<file path="src/hdl/sed_pkg.sv">
// Shared types and constants of the string escape decoder.
`default_nettype none
package sed_pkg;

	typedef enum logic [2:0] {
		MODE_PLAIN = 3'd0,
		MODE_ESC   = 3'd1,
		MODE_OCT   = 3'd2,
		MODE_HEX0  = 3'd3,
		MODE_HEX1  = 3'd4,
		MODE_DONE  = 3'd5,
		MODE_ERR   = 3'd6
	} mode_t;

	localparam logic [1:0] KIND_BYTE  = 2'd0;
	localparam logic [1:0] KIND_END   = 2'd1;
	localparam logic [1:0] KIND_ERROR = 2'd2;

	localparam logic [8:0] OCT_MAX = 9'd255;

	typedef struct packed {
		mode_t      mode;
		logic [8:0] accum;
		logic [1:0] digit_count;
	} dec_state_t;

	typedef struct packed {
		logic [7:0] data;
		logic [1:0] kind;
		logic       last;
	} result_t;

	typedef struct packed {
		logic [1:0] count;
		result_t    res0;
		result_t    res1;
		dec_state_t next;
	} dec_out_t;

endpackage
`default_nettype wire

</file>
<file path="src/hdl/sed_decoder.sv">
// Combinational escape decode: one character and the current state in, results and next state out.
`default_nettype none
module sed_decoder (
	input  wire logic [7:0]         in_char,
	input  wire sed_pkg::dec_state_t state,
	output sed_pkg::dec_out_t       dec
);
	import sed_pkg::*;

	function automatic dec_out_t push(dec_out_t o, logic [7:0] data, logic [1:0] kind);
		dec_out_t r;
		r = o;
		if (o.count == 2'd0) begin
			r.res0.data = data;
			r.res0.kind = kind;
		end else begin
			r.res1.data = data;
			r.res1.kind = kind;
		end
		r.count = o.count + 2'd1;
		return r;
	endfunction

	// plain-state handling of a character, appended after any earlier result
	function automatic dec_out_t plain(dec_out_t o, logic [7:0] c);
		dec_out_t r;
		r = o;
		if (c == 8'h5C) begin
			r.next.mode = MODE_ESC;
		end else if (c == 8'h22 || c == 8'h00) begin
			r.next.mode = MODE_DONE;
			r = push(r, 8'h00, KIND_END);
		end else begin
			r.next.mode = MODE_PLAIN;
			r = push(r, c, KIND_BYTE);
		end
		return r;
	endfunction

	logic       is_oct;
	logic       is_hex;
	logic [3:0] hex_val;
	logic [8:0] oct_acc;
	logic [1:0] oct_cnt;

	always_comb begin
		is_oct = (in_char >= 8'h30) && (in_char <= 8'h37);
		is_hex = ((in_char >= 8'h30) && (in_char <= 8'h39)) ||
			((in_char >= 8'h61) && (in_char <= 8'h66)) ||
			((in_char >= 8'h41) && (in_char <= 8'h46));
		if (in_char >= 8'h61)
			hex_val = 4'(in_char - 8'h57);
		else if (in_char >= 8'h41)
			hex_val = 4'(in_char - 8'h37);
		else
			hex_val = in_char[3:0];
		oct_acc = {state.accum[5:0], in_char[2:0]};
		oct_cnt = state.digit_count + 2'd1;
	end

	always_comb begin
		dec = '0;
		dec.next = state;
		case (state.mode)
			MODE_PLAIN: begin
				dec = plain(dec, in_char);
			end
			MODE_ESC: begin
				dec.next.mode = MODE_PLAIN;
				if (in_char == 8'h73) begin
					dec = push(dec, 8'h20, KIND_BYTE);
				end else if (in_char == 8'h72) begin
					dec = push(dec, 8'd13, KIND_BYTE);
				end else if (in_char == 8'h6E) begin
					dec = push(dec, 8'd10, KIND_BYTE);
				end else if (in_char == 8'h74) begin
					dec = push(dec, 8'd9, KIND_BYTE);
				end else if (in_char == 8'h22 || in_char == 8'h27 || in_char == 8'h5C) begin
					dec = push(dec, in_char, KIND_BYTE);
				end else if (is_oct) begin
					dec.next.accum       = {6'd0, in_char[2:0]};
					dec.next.digit_count = 2'd1;
					dec.next.mode        = MODE_OCT;
				end else if (in_char == 8'h78) begin
					dec.next.accum = 9'd0;
					dec.next.mode  = MODE_HEX0;
				end else if (in_char == 8'h00) begin
					dec = push(dec, 8'h5C, KIND_BYTE);
					dec = push(dec, 8'h00, KIND_END);
					dec.next.mode = MODE_DONE;
				end else begin
					// unknown escape: pass the backslash and the character through
					dec = push(dec, 8'h5C, KIND_BYTE);
					dec = push(dec, in_char, KIND_BYTE);
				end
			end
			MODE_OCT: begin
				if (is_oct) begin
					dec.next.accum       = oct_acc;
					dec.next.digit_count = oct_cnt;
					if (oct_cnt == 2'd3) begin
						dec.next.digit_count = 2'd0;
						dec.next.accum       = 9'd0;
						if (oct_acc > OCT_MAX) begin
							dec.next.mode = MODE_ERR;
							dec = push(dec, 8'h00, KIND_ERROR);
						end else begin
							dec.next.mode = MODE_PLAIN;
							dec = push(dec, oct_acc[7:0], KIND_BYTE);
						end
					end
				end else begin
					dec = push(dec, state.accum[7:0], KIND_BYTE);
					dec.next.accum       = 9'd0;
					dec.next.digit_count = 2'd0;
					dec = plain(dec, in_char);
				end
			end
			MODE_HEX0: begin
				if (is_hex) begin
					dec.next.accum = {5'd0, hex_val};
					dec.next.mode  = MODE_HEX1;
				end else begin
					dec.next.mode = MODE_ERR;
					dec = push(dec, 8'h00, KIND_ERROR);
				end
			end
			MODE_HEX1: begin
				if (is_hex) begin
					dec = push(dec, {state.accum[3:0], hex_val}, KIND_BYTE);
					dec.next.accum = 9'd0;
					dec.next.mode  = MODE_PLAIN;
				end else begin
					dec = push(dec, state.accum[7:0], KIND_BYTE);
					dec.next.accum = 9'd0;
					dec = plain(dec, in_char);
				end
			end
			default: begin
				// ended, error and unused codes: drop the character
			end
		endcase
		if (dec.count == 2'd1)
			dec.res0.last = 1'b1;
		else if (dec.count == 2'd2)
			dec.res1.last = 1'b1;
	end

endmodule
`default_nettype wire

</file>
<file path="src/hdl/string_escape_decoder_top.sv">
// Top level of the string escape decoder: state register, decode and output queue.
`default_nettype none
// The block takes one character of a string literal per request, starting after
// the opening quote, and returns the decoded bytes. An accepted character is
// decoded in the same cycle it is taken and its zero, one or two results are
// written into a four-entry output queue; the decode state (mode, octal/hex
// accumulator, digit count) advances at the same edge. A new request is taken
// every cycle while the queue has room for two more results. The output port
// drains one result per cycle while out_ready is high, and a character that
// gives two results (an unknown escape, a digit run closed by a character
// other than a backslash, a backslash followed by NUL) needs both drained.
// The first result of a request reaches the output in the cycle after the
// request is taken if the queue was empty. A quote or NUL in plain text ends the
// literal and an octal value over 255 or an x escape with no hex digit raises an
// error; both are sticky until reset, and later characters are taken and dropped.
module string_escape_decoder_top (
	input  wire logic       clk,
	input  wire logic       arst_n,
	input  wire logic       in_valid,
	output logic            in_ready,
	input  wire logic [7:0] in_char,
	output logic            out_valid,
	input  wire logic       out_ready,
	output logic [7:0]      out_byte,
	output logic [1:0]      kind,
	output logic            last_of_run
);
	import sed_pkg::*;

	dec_state_t state_q;
	dec_out_t   dec;

	result_t    fifo_q [4];
	logic [1:0] head_q;
	logic [1:0] tail_q;
	logic [2:0] count_q;

	logic       in_acc;
	logic       out_acc;
	logic [2:0] push_n;

	sed_decoder u_dec (
		.in_char (in_char),
		.state   (state_q),
		.dec     (dec)
	);

	// hold off requests unless a worst-case pair of results fits
	assign in_ready  = (count_q <= 3'd2);
	assign out_valid = (count_q != 3'd0);
	assign in_acc    = in_valid && in_ready;
	assign out_acc   = out_valid && out_ready;
	assign push_n    = in_acc ? {1'b0, dec.count} : 3'd0;

	assign out_byte    = fifo_q[head_q].data;
	assign kind        = fifo_q[head_q].kind;
	assign last_of_run = fifo_q[head_q].last;

	// decode state advances only on an accepted request
	always_ff @(posedge clk or negedge arst_n) begin
		if (!arst_n) begin
			state_q.mode        <= MODE_PLAIN;
			state_q.accum       <= 9'd0;
			state_q.digit_count <= 2'd0;
		end else if (in_acc) begin
			state_q <= dec.next;
		end
	end

	// queue pointers and fill count
	always_ff @(posedge clk or negedge arst_n) begin
		if (!arst_n) begin
			head_q  <= 2'd0;
			tail_q  <= 2'd0;
			count_q <= 3'd0;
		end else begin
			tail_q  <= tail_q + push_n[1:0];
			count_q <= count_q + push_n - {2'b00, out_acc};
			if (out_acc)
				head_q <= head_q + 2'd1;
		end
	end

	// queue payload: write the first result at the tail, the second after it
	always_ff @(posedge clk) begin
		if (in_acc && dec.count != 2'd0)
			fifo_q[tail_q] <= dec.res0;
		if (in_acc && dec.count == 2'd2)
			fifo_q[tail_q + 2'd1] <= dec.res1;
	end

endmodule
`default_nettype wire

</file>
<file path="config.mk">
export PLATFORM = sky130hd
export DESIGN_NAME = string_escape_decoder_top
export DESIGN_NICKNAME = d
export VERILOG_FILES = /design/src/hdl/sed_pkg.sv /design/src/hdl/sed_decoder.sv /design/src/hdl/string_escape_decoder_top.sv
export SDC_FILE = /design/constraint.sdc
export NUM_CORES = 1
export LEC_CHECK = 0
export BUFFER_PORTS_ARGS = -buffer_cell sky130_fd_sc_hd__buf_2
export CAP_MARGIN = 20
export CORE_MARGIN = 2
export CORE_UTILIZATION = 55
export CTS_BUF_LIST = sky130_fd_sc_hd__clkbuf_8
export CTS_CLUSTER_DIAMETER = 30
export DETAILED_ROUTE_END_ITERATION = 8
export PLACE_DENSITY = 0.8
export RECOVER_POWER = 25
export SYNTH_ARGS = -nofsm -noshare
export SYNTH_HDL_FRONTEND = slang
export SYNTH_SLANG_ARGS = --single-unit
</file>
<file path="constraint.sdc">
create_clock -name clk -period 4.1 [get_ports clk]
set_input_delay 0 -clock clk [delete_from_list [all_inputs] [get_ports clk]]
set_output_delay 0 -clock clk [all_outputs]
set_load 0.005 [all_outputs]
</file>
=== After elaboration in Yosys (flattened, before gate mapping) ===
Memories as Yosys holds them, arrays and structs flattened.
Cells that the tools add are included.

* Bits in registers: 20
* RAM bits: 44
* Input bits: 12
* Memories: 1

{| class="wikitable"
|+ Memories
! name !! words !! width !! rd ports !! clocked after Yosys merged registers in !! write ports !! line !! RTL
|-
| fifo_q || 4 || 11 || 1 || 0 || 2 || string_escape_decoder_top.sv:33 || <nowiki>result_t fifo_q [4];</nowiki>
|}

* $add $sub $neg: 8
* $lt $le $gt $ge: 9
* Eq/ne operators: 24
* Muxes and demuxes: 40
* Bitwise logic cells: 3
* Reductions and logical operators: 23

{| class="wikitable"
|+ Operators by type and width
! kind !! count
|-
| 38-bit two-way mux || 7
|-
| 38-bit one-hot mux with 5 select lines || 1
|-
| 24-bit two-way mux || 4
|-
| 25-bit two-way mux || 3
|-
| 36-bit two-way mux || 2
|-
| 8-bit by 7-bit equality test with 1-bit output (second input constant) || 6
|-
| 23-bit two-way mux || 2
|-
| 11-bit two-way mux || 4
|-
| 37-bit two-way mux || 1
|-
| 8-bit by 6-bit equality test with 1-bit output (second input constant) || 2
|-
| 8-bit by 7-bit >= comparator with 1-bit output (second input constant) || 2
|-
| 8-bit by 6-bit <= comparator with 1-bit output (second input constant) || 2
|-
| 8-bit by 7-bit <= comparator with 1-bit output (second input constant) || 2
|-
| 14-bit two-way mux || 1
|-
| 12-bit two-way mux || 1
|-
| 11-bit AND reduction || 1
|-
| 2-bit != test (second input constant) || 5
|-
| 10-bit AND reduction || 1
|-
| 9-bit by 8-bit > comparator with 1-bit output (second input constant) || 1
|-
| 3-bit two-way mux || 3
|-
| 8-bit by 6-bit >= comparator with 1-bit output (second input constant) || 1
|-
| 1-bit logical AND || 8
|-
| 8-bit zero test || 1
|-
| 4-bit two-way mux || 2
|-
| 24 further kinds || 44
|}

=== Longest topological paths before layout ===
Gate-level depths: netlist of run 1.

* Word-level depth: 14
* Depth in mapped cells: 17
* Depth with buffers taken out: 16

=== By module ===
A second synthesis of run 1 with hierarchy kept.

* Cells, all modules: 408
* Area total of the unflattened synthesis: 4609.4 sq um

{| class="wikitable"
|+ By module, submodules not included
! module !! instances !! cells each !! area each (sq um) !! sequential area each (sq um)
|-
| string_escape_decoder_top || 1 || 185 || 3134.3 || 1846.8
|-
| sed_decoder || 1 || 223 || 1475.2 || 0.0
|}

=== Worst setup path before layout of run 1 ===
No wires, ideal clock.

* Kind: input -> register
* From: input port in_char[0]
* To: register count_q[2]
* Library setup time: 0.123 ns
* Arrival: 3.103 ns
* Slack: 0.875 ns
* Stages on the path: 17
* Cell sequence: inv_1 ha_1 buf_2 and4_4 o311a_4 o41ai_2 o31a_1 nand2_1 a21oi_1 nand2b_1 ha_1 inv_1 ha_1 inv_1 fa_1 xor2_1 xnor2_1

* Longest elaborated chain between the ends: 12
* Elaborated cells between the ends (all ways): 40
* Classes of those cells: 2 x add/sub; 7 x order compare; 8 x eq/ne; 15 x mux; 8 x reduce/logical

{| class="wikitable"
|+ Ends and longest elaborated chain
! what !! line !! RTL
|-
| from (decl) || string_escape_decoder_top.sv:21 || <nowiki>input wire logic [7:0] in_char,</nowiki>
|-
| 8-bit by 6-bit >= comparator with 1-bit output (tied with other cells) || sed_decoder.sv:47, sed_decoder.sv:48 ||
|-
| 1-bit logical AND (tied with other cells) || sed_decoder.sv:47 || <nowiki>is_oct = (in_char >= 8'h30) && (in_char <= 8'h37);</nowiki>
|-
| 24-bit two-way mux / 1-bit logical OR (equally long branches) || sed_decoder.sv:80, sed_decoder.sv:78 ||
|-
| 38-bit two-way mux || sed_decoder.sv:78 || <nowiki>end else if (in_char == 8'h22 || in_char == 8'h27 || in_char == 8'h5C) begin</nowiki>
|-
| 38-bit two-way mux || sed_decoder.sv:76 || <nowiki>end else if (in_char == 8'h74) begin</nowiki>
|-
| 38-bit two-way mux || sed_decoder.sv:74 || <nowiki>end else if (in_char == 8'h6E) begin</nowiki>
|-
| 38-bit two-way mux || sed_decoder.sv:72 || <nowiki>end else if (in_char == 8'h72) begin</nowiki>
|-
| 38-bit two-way mux || sed_decoder.sv:70 || <nowiki>if (in_char == 8'h73) begin</nowiki>
|-
| 38-bit one-hot mux with 5 select lines (*) || sed_decoder.sv:64 || <nowiki>case (state.mode)</nowiki>
|-
| 2-bit two-way mux (*) || string_escape_decoder_top.sv:53 || <nowiki>assign push_n = in_acc ? {1'b0, dec.count} : 3'd0;</nowiki>
|-
| 3-bit by 2-bit adder with 3-bit output (*) || string_escape_decoder_top.sv:78 || <nowiki>count_q <= count_q + push_n - {2'b00, out_acc};</nowiki>
|-
| 3-bit by 1-bit subtractor with 3-bit output (*) || string_escape_decoder_top.sv:78 ||
|-
| to (signal assigned) || string_escape_decoder_top.sv:78 ||
|-
| to (decl) || string_escape_decoder_top.sv:36 || <nowiki>logic [2:0] count_q;</nowiki>
|}

Every way passes the cells marked *; elsewhere a longest branch is shown, timed or not. The select of a mux whose other input is x is not followed.
A chain may end at the register's enable or synchronous reset.

=== Final worst setup path of run 1 ===
Same ends and word-level chain as after synthesis.

==> flow_summary.yaml, run 1 <==
outcome:
  status: "completed"
yosys:
  ys.flop_type: "edfxtp_1"
  synth_cells: 413
  syn_area_um2: 4280
  synth.avg_cell_area_um2: 10.4
  synth_fp_nets: 434
  synth-warning-count: 0
  ys_ff_latch: 64
  seq_area_frac_synth_pct: 41.7
  synth_edf_count: 40
  async_reset_ff_share_pct: 31.3
  synth_cell_types: 78
worst_hold_path:
  worstHoldPathType: "in -> reg"
final_layout:
  final_core_util_pct: 61.1
  synthToLayoutAreaGrowth_pct: 9.36
  drive_gt1_share_pct: 16.3
  final_cells: 538
  fillerInstances: 639
  fin_nets: 452
  n_antenna_cell: 0
global_route:
  track_usage_pct: 30.0
  overflow: 0
  grt_pass1_vias: 3614
  grt_pass1_wl_um: 19400
  antenna_found_initial: 0
  grt_start_max_net_pins: 22
die:
  initial_core_util_pct: 55.9
  die_w_um: 92.2
  placementRows: 32
  die_area_um2: 8490
  io_pins: 25
  die_h_um: 92.2
  core-area_um2: 7650
placed_design:
  placed_cells: 520
  gp_congestion: 0.947
  io_buffers: 24
  post-dp-hpwl_um: 8920
clocking:
  ctsResizeCount: 0
  tritoncts: "yes"
  clk_pin_slew_ns: 0.08
  cts_htree_levels: 3
  max-clock-path-buffers: 2
  clock_latency_ns: 0.35
  cts.sinks: 64
  clockRootBuffer: "clkbuf_8"
  numCtsBuffers: 9
worst_setup_path:
  required_ns: 4.32
  end_kind: "register"
  crit_fanout: 9
  crit_type: "in -> reg"
  startpoint_type: "primary input"
  arrival_ns: 4.01
routing:
  routedWlPerCell_um: 22.6
  via_per_inst: 6.90
  drtIter0Drc: 377
  routed_wirelength_um: 12200
  drc: 0
  ant_nets: 0
  via_count: 3714
  drt-pass1-iter-count: 5
power:
  comb_power_share_pct: 37.0
  power.net_switching_w: 0.000984
  pwr-share-seq_pct: 38.3
  p_per_area_nw_per_um2: 542
  pwr-share-clk_pct: 24.6
  p_leak_nw: 1.73
  p_int_w: 0.00155
  swShare_pct: 38.8
  peakVddDrop_v: 0.000218
timing:
  fin_crit_sh_pct: 92.4
  fin_skew_ns: 0.0187
  worst_slew_margin_rel_pct: 23.7
  worst_pin_slew_ns: 1.14
  maxSlewViolCount: 0
  setup_tns_ns: 0
  setup_viol: 0
  hold_violations: 0
  rsz0062_at_grt: "no"
  min_period_ns: 3.79
  fmax_mhz: 264
run:
  maxCapViolations: 0
==> through the flow <==
stage                     hold WS (ns)  power, W  setup slack (ns)  area (um2)
after floorplan                 -0.296   0.00162             0.875        4280
after global placement         -0.0236   0.00188             0.619        4440
after detailed placement       -0.0136   0.00192             0.525        4440
after CTS                       0.0374   0.00254             0.333        4690
final                           0.0866   0.00254             0.312        4680
after global routing             0.112   0.00267             0.106        4680
==> per-layer routing <==
metal / vias to the layer above / GRT usage (%) / wire length [um] / share of wire (%)
met5: - / 0 / 0 / 0
met3: 47 / 5.51 / 1100 / 9.0
met1: 1759 / 37.2 / 4560 / 37
met2: 253 / 51.0 / 6040 / 50
li1: 1655 / - / - / -
met4: 0 / 14.1 / 475 / 3.9
==> state kept, by name, indices dropped and copies added (netlist names) <==
name / cells
fifo_q: 44
head_q: 2
count_q: 3
tail_q: 2
state_q: 13
==> cells by family (layout without fill, tap and decap cells) <==
logic type | Yosys count | count (layout) | synth area share, %
DFF | 64 | 64 | 41.7
AOI/OAI and AO/OA | 131 | 131 | 22.8
buffers and inverters | 42 | 65 | 4.54
adders and majority gates | 9 | 9 | 2.81
xor gates and xnor gates | 8 | 8 | 1.64
and+or+nand+nor | 137 | 137 | 18.1
muxes | 22 | 22 | 8.49
==> area by class of cell <==
class                           instances  area, um2  share of cell area, %
Tap cell                              102        128                   2.73
Inverter                               16       60.1                   1.28
Clock buffer                            9        124                   2.65
Timing Repair Buffer                   33        180                   3.85
Multi-Input combinational cell        307       2300                   49.2
Clock inverter                          7        103                   2.19
Sequential cell                        64       1780                   38.1
==> timing repair <==
action	4_1_cts	5_1_grt
endpoints found under the hold margin	21	0
hold buffers	2	0
buffers inserted	0	0
==> cell usage in the layout, fill, tap and decap left out, types with 5 or more instances in the layout <==
master	instances
a21oi_1	18
nand3_1	14
nor3b_1	6
nor2b_1	5
nor3_1	8
clkbuf_8	9
mux4_2	11
buf_4	7
o21ai_1	11
xnor2_1	5
o21ai_0	15
dfrtp_1	20
o22ai_1	33
o211ai_1	5
buf_2	14
nand2_1	44
inv_1	16
ha_1	8
edfxtp_1	40
mux2i_1	7
nor2_1	16
clkbuf_1	9
==> worst max-delay path, stage by stage <==
cell and delay (ns):
dlygate4sd3_1 0.52, buf_2 0.18, inv_1 0.15, ha_1 0.33, nor4b_1 0.19, o311a_4 0.41, o41ai_2 0.37, o31a_1 0.26
nand2_1 0.07, a21oi_1 0.13, buf_4 0.15, nand2b_1 0.11, ha_1 0.23, inv_1 0.06, ha_1 0.13, inv_1 0.05
fa_1 0.37, xor2_1 0.16, xnor2_1 0.13
==> power groups by stage <==
stage	combinational [W]	clock, W	sequential [W]
floorplan	0.000723	0	0.000893
global placement	0.000907	0	0.000974
detailed placement	0.000933	0	0.000986
CTS	0.000938	0.000625	0.000972
global route	0.00103	0.000654	0.000994
finish	0.000939	0.000625	0.000972
==> synth_stat cells (all sizes together) (7+ instances only) <==
cell	number	area share, %
a21oi	19	2.3
buf	17	2.3
clkbuf	9	0.79
dfrtp	20	12
edfxtp	40	28
ha	8	2.3
inv	16	1.4
mux2i	7	1.6
mux4	11	5.8
nand2	47	4.3
nand3	14	1.6
nor2	16	1.4
nor3	8	0.94
o21ai	26	3.0
o22ai	33	4.8
==> final timing paths <==
path | startpoint | to | slack (ns) | cells after the start
max in group asynchronous | arst_n | count_q[1]$_DFF_PN0_ | 3.00 | 2
min reg2reg | fifo_q[2][2]$_SDFFE_PP0N_ | fifo_q[2][2]$_SDFFE_PP0N_ | 0.46 | 2
min | out_ready | head_q[0]$_DFFE_PN0P_ | 0.09 | 3
max | in_char[0] | count_q[2]$_DFF_PN0_ | 0.31 | 19
max reg2reg | state_q[11]$_DFFE_PN0P_ | count_q[2]$_DFF_PN0_ | 0.57 | 9
min in group asynchronous | arst_n | state_q[2]$_DFFE_PN0P_ | 0.39 | 2
Power figures use the tool's default switching activity.
==> run 2, diff against run 1 <==
- CORE_UTILIZATION: 55 -> 64
==> flow_summary.yaml, run 2 (synthesis gave the netlist of run 1 again) <==
die:
  die_area_um2: 7350
  io_pins: 25
  placementRows: 29
  initial_core_util_pct: 66.6
  die_h_um: 85.7
  core-area_um2: 6420
  die_w_um: 85.7
clocking:
  clk_pin_slew_ns: 0.07
  cts.sinks: 64
  cts_setup_buffers: 0
  clockRootBuffer: "clkbuf_8"
  numCtsBuffers: 9
  tritoncts: "yes"
  max-clock-path-buffers: 2
  clock_latency_ns: 0.36
  cts_htree_levels: 3
final_layout:
  drive_gt1_share_pct: 17.8
  synthToLayoutAreaGrowth_pct: 7.84
  largest_register_ffs: 44
  final_common_cell: "nand2_1"
  layout_common_cells: "nand2_1 (44), edfxtp_1 (40), o22ai_1 (33)"
  top_regs: "fifo_q x44, state_q x13, count_q x3"
  n_antenna_cell: 0
  fin_nets: 454
  final_core_util_pct: 71.8
  regMostFlops: "fifo_q"
placed_design:
  post-dp-hpwl_um: 9110
  pre_cts_ws_ns: 0.552
  gp_congestion: 1.07
  io_buffers: 24
global_route:
  grt_pass1_wl_um: 19500
  grt_pass1_vias: 3695
  track_usage_pct: 35.2
  grt_start_max_net_pins: 22
  overflow: 0
  antenna_found_initial: 0
timing:
  whs_ns: 0.0991
  worst_slack_ns: 0.300
  fin_crit_sh_pct: 92.7
  worst_pin_slew_ns: 1.23
  setup_tns_ns: 0
  min_period_ns: 3.80
  fin_skew_ns: 0.0131
  rsz0062_at_grt: "no"
  worst_slew_margin_rel_pct: 18.3
  hold_violations: 0
  fmax_mhz: 263
  maxSlewViolCount: 0
  setup_viol: 0
worst_setup_path:
  crit_fanout: 9
  path_buf_inv: 6
  required_ns: 4.34
  slowest_delay_ns: 0.53
  cp_cell_sequence: "dlygate4sd3_1, buf_2, inv_1, ha_1, nor4b_1, o311a_4, o41ai_2, o31a_1, nand2_1, a21oi_1, buf_4, nand2b_1, ha_1, inv_1, ha_1, inv_1, fa_1, xor2_1, xnor2_1"
  startpoint_type: "primary input"
  crit_family: "compound AO/OA/AOI/OAI gates"
  arrival_ns: 4.04
  crit_type: "in -> reg"
  end_kind: "register"
  cp_slowest_cell: "dlygate4sd3_1"
routing:
  via_per_inst: 7.28
  via_count: 3750
  drc: 2
  ant_nets: 0
  drt-pass1-iter-count: 9
  routed_wirelength_um: 12300
  drtIter0Drc: 364
  routedWlPerCell_um: 23.8
worst_hold_path:
  worstHoldPathType: "in -> reg"
power:
  peakVddDrop_v: 0.000263
  p_per_area_nw_per_um2: 521
  p_leak_nw: 1.73
run:
  maxCapViolations: 0
outcome:
  status: "finished with violations"
  violations: "design-rule violations"
## run 2: cell types whose count changed in the layout (fill, tap and decap cells not counted)
cell	before	now
buf_2	14	19
clkbuf_1	9	5
clkinv_2	0	3
buf_4	7	9
bufinv_16	2	0
buf_1	1	0
clkinv_4	2	1
clkinvlp_4	1	2
inv_6	2	1
## run 2: cell type report
type | count | area [um2]
multi-input cells | 307 | 2300
clock inverters | 7 | 47.5
well taps | 77 | 96.3
fillers | 475 | 1810
inverters | 16 | 60.1
clock buffers | 9 | 124
repair buffers | 35 | 201
flip-flops and latches | 64 | 1780
## run 2: layer usage
layer  global-route usage [%]  up-vias  part of all wire, %
met5                        0        -                    0
met4                     15.3        0                  4.1
met3                     7.12       56                  8.7
met2                     62.7      264                   51
met1                     41.2     1770                   36
li1                         -     1660                    -
## run 2: power breakdown
| part | switching, W | leakage (nW) | internal [W] |
|---|---|---|---|
| registers | 0.000146 | 0.662 | 0.000821 |
| logic | 0.000560 | 0.984 | 0.000391 |
| clock network | 0.000266 | 0.0854 | 0.000219 |
| total | 0.000972 | 1.73 | 0.00143 |
## run 2: what timing repair did
action                                 in CTS  in global routing
setup endpoints to repair                   0                  0
endpoints found under the hold margin      21                  0
resized for setup                           0                  0
hold buffers                                2                  0
## run 2: through the flow
| step | power (W) | std cells | instance area (um2) |
|---|---|---|---|
| final | 0.00240 | 515 | 4610 |
| after global routing | 0.00252 | 515 | 4610 |
| after CTS | 0.00240 | 515 | 4620 |
| after detailed placement | 0.00192 | 497 | 4430 |
| after global placement | 0.00188 | 497 | 4430 |
| after floorplan | 0.00162 | 413 | 4280 |
## run 2: worst paths after layout
path / endpoint / cells after the start / slack, ns / start
max in group asynchronous: state_q[2]$_DFFE_PN0P_ / 2 / 2.92 / arst_n
hold / removal: head_q[0]$_DFFE_PN0P_ / 3 / 0.1 / out_ready
setup reg to reg: count_q[2]$_DFF_PN0_ / 9 / 0.68 / state_q[11]$_DFFE_PN0P_
hold reg to reg: fifo_q[0][2]$_SDFFE_PP0P_ / 2 / 0.46 / fifo_q[0][2]$_SDFFE_PP0P_
setup / recovery: count_q[2]$_DFF_PN0_ / 19 / 0.30 / in_char[0]
min in group asynchronous: state_q[11]$_DFFE_PN0P_ / 2 / 0.45 / arst_n
## run 2: worst register-to-register path, delay by kind of cell (launching register included)
family | cells | cell delay [ns]
flops | 1 | 0.53
fa+ha+maj | 2 | 0.77
xor+xnor | 2 | 0.28
simple gates | 3 | 1.27
compound gates | 2 | 0.44
